File: config.mk
export PLATFORM = sky130hd
export DESIGN_NAME = nms_pos
export DESIGN_NICKNAME = d
export VERILOG_FILES = /design/src/rtl/nms_pkg.sv /design/src/rtl/nms_pos.sv
export SDC_FILE = /design/constraint.sdc
export NUM_CORES = 1
export LEC_CHECK = 0
export ABC_AREA = 1
export BUFFER_PORTS_ARGS = -buffer_cell sky130_fd_sc_hd__buf_2
export CORE_AREA = 8 8 81 101
export CTS_CLUSTER_SIZE = 28
export DETAILED_ROUTE_END_ITERATION = 10
export DIE_AREA = 0 0 89 109
export PLACE_DENSITY = 0.93
export SLEW_MARGIN = 20
export SYNTH_ARGS = -nofsm -noshare
export SYNTH_HDL_FRONTEND = slang
export SYNTH_SLANG_ARGS = --single-unit
File: constraint.sdc
create_clock -name clock -period 5.6 [get_ports clock]
set_clock_uncertainty 0.1 [all_clocks]
set_input_delay 0.56 -clock clock [delete_from_list [all_inputs] [get_ports clock]]
set_output_delay 0.56 -clock clock [all_outputs]
set_load 0.005 [all_outputs]
File: src/rtl/nms_pkg.sv
`default_nettype none

package nms_pkg;

   localparam int DIM_CFG_W  = 12;
   localparam int THR_W      = 16;
   localparam int CSR_DATA_W = 16;
   localparam int CSR_IDX_W  = 2;
   localparam int ROW_W      = 12;
   localparam int POS_W      = 11;
   localparam int MAX_HEIGHT = 2048;

   localparam logic [CSR_IDX_W-1:0] CSR_IMAGE_WIDTH  = CSR_IDX_W'(0);
   localparam logic [CSR_IDX_W-1:0] CSR_IMAGE_HEIGHT = CSR_IDX_W'(1);
   localparam logic [CSR_IDX_W-1:0] CSR_MIN_RESPONSE = CSR_IDX_W'(2);

   localparam logic [DIM_CFG_W-1:0] IMAGE_WIDTH_RESET  = DIM_CFG_W'(640);
   localparam logic [DIM_CFG_W-1:0] IMAGE_HEIGHT_RESET = DIM_CFG_W'(480);
   localparam logic [THR_W-1:0]     MIN_RESPONSE_RESET = THR_W'(51);

   typedef struct packed {
      logic             emit;
      logic             interior;
      logic             frame_end;
      logic [POS_W-1:0] row;
      logic [POS_W-1:0] column;
   } pos_info_type;

endpackage

`default_nettype wire

File: src/rtl/nms_pos.sv
`default_nettype none

module nms_pos
   import nms_pkg::*;
#(
   parameter int MAX_WIDTH = 2048,
   localparam int ADDR_W = $clog2(MAX_WIDTH)
) (
   input  wire logic                 clock,
   input  wire logic                 reset,
   input  wire logic                 advance,
   input  wire logic [DIM_CFG_W-1:0] image_width,
   input  wire logic [DIM_CFG_W-1:0] image_height,
   output pos_info_type              pos,
   output logic      [ADDR_W-1:0]    slot
);

   localparam int CW = $clog2(MAX_WIDTH + 1);
   localparam int DW = (CW > DIM_CFG_W) ? CW : DIM_CFG_W;

   logic [CW-1:0]    col_ff, col_in;
   logic [ROW_W-1:0] row_ff, row_in;
   logic [DW-1:0]    w_cfg, w_lim, col_ext, col_inc, ec;
   logic [ROW_W-1:0] h_lim, er;
   logic             emit, interior, fend;

   always_comb begin
      w_cfg = DW'(image_width);
      priority if (w_cfg < DW'(3)) begin
         w_lim = DW'(3);
      end else if (w_cfg > DW'(MAX_WIDTH)) begin
         w_lim = DW'(MAX_WIDTH);
      end else begin
         w_lim = w_cfg;
      end

      priority if (ROW_W'(image_height) < ROW_W'(3)) begin
         h_lim = ROW_W'(3);
      end else if (ROW_W'(image_height) > ROW_W'(MAX_HEIGHT)) begin
         h_lim = ROW_W'(MAX_HEIGHT);
      end else begin
         h_lim = ROW_W'(image_height);
      end

      col_ext = DW'(col_ff);
      col_inc = col_ext + DW'(1);
      emit = (row_ff >= ROW_W'(1) && col_ff != '0) || row_ff >= ROW_W'(2);

      if (col_ff == '0) begin
         er = row_ff - ROW_W'(2);
         ec = w_lim - DW'(1);
      end else begin
         er = row_ff - ROW_W'(1);
         ec = col_ext - DW'(1);
      end

      interior = er != '0 && er < h_lim - ROW_W'(1) && ec != '0 && ec < w_lim - DW'(1);
      fend     = er >= h_lim - ROW_W'(1) && ec >= w_lim - DW'(1);

      col_in = col_ff;
      row_in = row_ff;
      if (advance) begin
         priority if (emit && fend) begin
            col_in = '0;
            row_in = '0;
         end else if (col_inc >= w_lim) begin
            col_in = '0;
            row_in = row_ff + ROW_W'(1);
         end else begin
            col_in = CW'(col_inc);
         end
      end

      pos.emit      = emit;
      pos.interior  = interior;
      pos.frame_end = fend;
      pos.row       = POS_W'(er);
      pos.column    = POS_W'(ec);
      slot          = col_ff[ADDR_W-1:0];
   end

   always_ff @(posedge clock) begin
      if (reset) begin
         col_ff <= '0;
         row_ff <= '0;
      end else begin
         col_ff <= col_in;
         row_ff <= row_in;
      end
   end

endmodule

`default_nettype wire

# Yosys cells after proc, flatten, opt, wreduce, memory -nomap -nowiden
# Index checks and enable logic that the tools add are counted.
# Widths: inputs -> output; s select.
# classes
add_sub_neg	7
mul	0
div	0
n_lt_le_gt_ge	11
eq_ne	0
shifts	0
muxes	10
bitwise	0
reduce_logical	13
# ops
cell	n
$mux 12	10
$sub 12x1->12 const B	4
$ge 12x12->1	3
$reduce_bool 12->1	3
$add 12x1->12 const B	2
$gt 12x12->1 const B	2
$lt 12x12->1	2
$lt 12x2->1 const B	2
$ge 12x1->1 const B	1
$ge 12x2->1 const B	1
$logic_not 12->1	1
$sub 12x2->12 const B	1
$logic_and 1x1->1	6
$reduce_and 2->1	1
$reduce_bool 2->1	1
$logic_or 1x1->1	1
# totals
regBits	24
latch_bits	0
ram_bits	0
romBits	0
output_inout_bits	36
mem_count	0

# Longest topological paths before layout
# logic_depth
depth_word	10
depth_mapped	29
ltp_nobuf	28

# Worst setup path before layout
# OpenSTA, ideal clock, no wires.
# synth_path
kind	input to output
startpoint	in image_width[10]
endpoint	out pos[22] in the netlist's numbering
t_arrival_ns	3.277
setup_slack_ns	1.663
path_stages	25
path_buffers	1
cell_sequence	inv_1 > nand2_1 > nor2_1 > nand2_1 > nand2_4 > nand2_1 > inv_1 > a21oi_1 > ha_1 > nand2_1 > a21oi_1 > nand3_1 > nand2_1 > nand3_1 > nand2_1 > inv_1 > ha_1 > nand4_1 > nor3_1 > a21boi_0 > nor2_1 > o21ai_0 > nand2_1 > inv_1 > buf_4
# synth_lines
item	line_no	source
start, declared	nms_pos.sv:12	input wire logic [DIM_CFG_W-1:0] image_width,
end, declared	nms_pos.sv:14	output pos_info_type pos,

==> out/results.ini <==
[logic_synthesis]
synthMostInstantiatedCell = nand2_1
ys_seq_area_share_pct = 11.8
yosys.area_share.simple_pct = 39.0
synth_fa_ha_area_share_pct = 14.7
synthTopCellsByCount = 165 x nand2_1, 88 x inv_1, 67 x nor2_1
ys.flop_type = dfxtp_1
synthXorXnorAreaFrac_pct = 10.3
synth_cells = 660
synth_seq_cells = 24
synth_top_area_share_pct = 15.2
muxShareOfSynthArea_pct = 0
synth.area.top_cells = nand2_1 15%, ha_1 15%, dfxtp_1 12%, xor2_1 9.4%, inv_1 8.1%
synth_area_leader_cell = nand2_1
ys_warn_count = 0
synth_top_family_by_area = simple AND/OR/NAND/NOR gates
async_reset_ff_share_pct = 0
syn_avg_cell_area_um2 = 6.19
synth_area_um2 = 4080
synth_compound_area_share_pct = 11.1
synth-edff-count = 0
ys_types = 41

[cells_and_area]
final_area_um2 = 4390
multiInputGateArea_um2 = 3070
drive_gt1_share_pct = 15.8
n_antenna_cell = 0
seq_area_um2 = 480
fin_cells = 787
nFillCells = 631
area_growth_pct = 7.54
finalCoreUtilization_pct = 65.3
nNetsFinal = 773

[clock_tree]
cts_setup_buffers = 0
cts_resized = 0
cts_buffers = 3
htreeDepth = 1
clk_path_buf_depth = 2
cts_sinks = 24
cts_tree = done
hold_buffers = 0
clkSlewWorstSetupHoldPaths_ns = 0.08
clock_latency_ns = 0.28
cts-root-buf = clkbuf_8

[floorplan]
coreArea_um2 = 6720
die_x_um = 89
rows = 34
die_height_um = 109
start_util_pct = 60.7
ios = 63
dieArea_um2 = 9700

[detailed_routing]
drt-initial-drc-count = 248
drcViolationCount = 0
drt_wl_total_um = 11100
dr.pass1.iters = 5
num_vias = 4435
wl_per_cell_um = 14.1
via_per_inst = 5.64
ant_nets = 0

[timing]
fmax_mhz = 222
period_share_pct = 80.6
rsz0062_at_grt = false
tns_ns = 0
slew_viol_final = 0
setup_viol = 0
finalCriticalPeriod_ns = 4.51
holdWs_ns = 0.451
relSlewSlack_pct = 40.4
finalHoldViolations = 0
tightest_slew_ns = 0.883
final.setup.worst_slack_ns = 1.09

[power]
p_per_area_nw_per_um2 = 145
clockPowerShare_pct = 24.3
switching_power_mw = 0.255
switching_share_pct = 40.0
internal-power_mw = 0.382
p_seq_share_pct = 27.4
p_comb_share_pct = 48.3
finalPower_mw = 0.637
leakage_nw = 2.31
peakVddDrop_v = 0.000110

[run]
cap_viol_max_count = 0

[setup_path]
r2r-start = col_ext[0]
r2r.worst_path.cells = 23
worst_path_most_repeated_cell = nand2_1
worst-path-max-fanout = 10
r2r-end = col_ext[9]
path_class = in2out
rrSetupSlack_ns = 1.50
cp-end-kind = primary output
cpPeakStageDelay_ns = 0.35
critPathSlowestCell = a21oi_1
cp_data_required_time_ns = 4.94
critPathArrivalTime_ns = 3.85
critPathLaunchType = input port

[grt]
grt_max_degree = 25
overflow = 0
track_usage_pct = 22.9
antenna_found_initial = 0
grt_pass1_vias = 4318
grt_first_pass_wirelength_um = 18300

[worst_hold_path]
hold_path_depth = 2
hold-path-endpoint = row_ff[11]
hold_start = row_ff[11]
hold_class = reg2reg

[placement]
post_dp_cell_area_um2 = 4320
dp.cells = 783
place_hpwl_um = 9140
routabilityCongestion = 0.950
io_buffers = 62
place_ws_ns = 0.989

[run_status]
status = finished, final reports clean

==> cell families after synthesis <==
family | Yosys count
AND/OR/NAND/NOR | 344
buffers and inverters | 121
AO/OA/AOI/OAI | 74
XOR/XNOR | 48
adder cells (fa/ha/maj) | 48
flip-flops | 24
other | 1
==> flip-flops by register name, indices dropped and copies added, names as in the netlist <==
signal   cells
row_ff      12
col_ext     12
==> layout make-up <==
| type | count | area share, % |
|---|---|---|
| clock buffer | 3 | 0.940 |
| clock inverter | 1 | 0.684 |
| inverter | 91 | 7.78 |
| multi-input combinational | 516 | 70.0 |
| sequential | 24 | 10.9 |
| tap | 90 | 2.56 |
| timing repair buffer | 62 | 7.07 |
==> placed cells by master (no fill, tap or decap), types with 5 or more instances in the layout <==
master,instances
nand2_2,12
nor3_1,6
nand2_1,165
nor2_2,5
and2_1,7
dfxtp_1,24
nand4_1,31
buf_2,62
nor2_1,67
xor2_1,44
ha_1,48
a21oi_2,10
o21ai_0,16
a21oi_1,34
inv_1,88
nand3_1,33
==> power by group through the flow <==
stage	clock (mW)	combinational (mW)	sequential (mW)
2_1_floorplan	0	0.217	0.178
3_3_place_gp	0	0.289	0.179
3_5_place_dp	0	0.303	0.179
4_1_cts	0.157	0.304	0.175
5_1_grt	0.166	0.347	0.175
6_report	0.155	0.308	0.175
==> worst max-delay path by stage <==
stage / startpoint / end / slack (ns)
2_1_floorplan: image_width[10] / pos[22] / 1.66
3_3_place_gp: image_width[4] / row_ff[7] / 1.19
3_5_place_dp: image_width[4] / row_ff[9] / 0.99
4_1_cts: image_width[4] / pos[22] / 1.11
5_1_grt: image_width[5] / pos[22] / 0.67
6_report: image_width[4] / pos[22] / 1.09
==> worst max-delay path, delay by kind of cell <==
family | cells | cell delay [ns]
buf+inv | 5 | 0.42
fa+ha+maj | 2 | 0.53
simple gates | 15 | 1.50
compound gates | 4 | 0.86
==> layer usage <==
metal / wire [um] / GRT usage [%] / share of wire (%) / up-vias
li1: - / - / - / 2191
met2: 5760 / 42.6 / 52 / 186
met3: 647 / 3.17 / 5.8 / 37
met4: 414 / 13.0 / 3.7 / 0
met5: 0 / 0 / 0 / -
met1: 4310 / 23.7 / 39 / 2021
(Power assumes the default switching activity.)
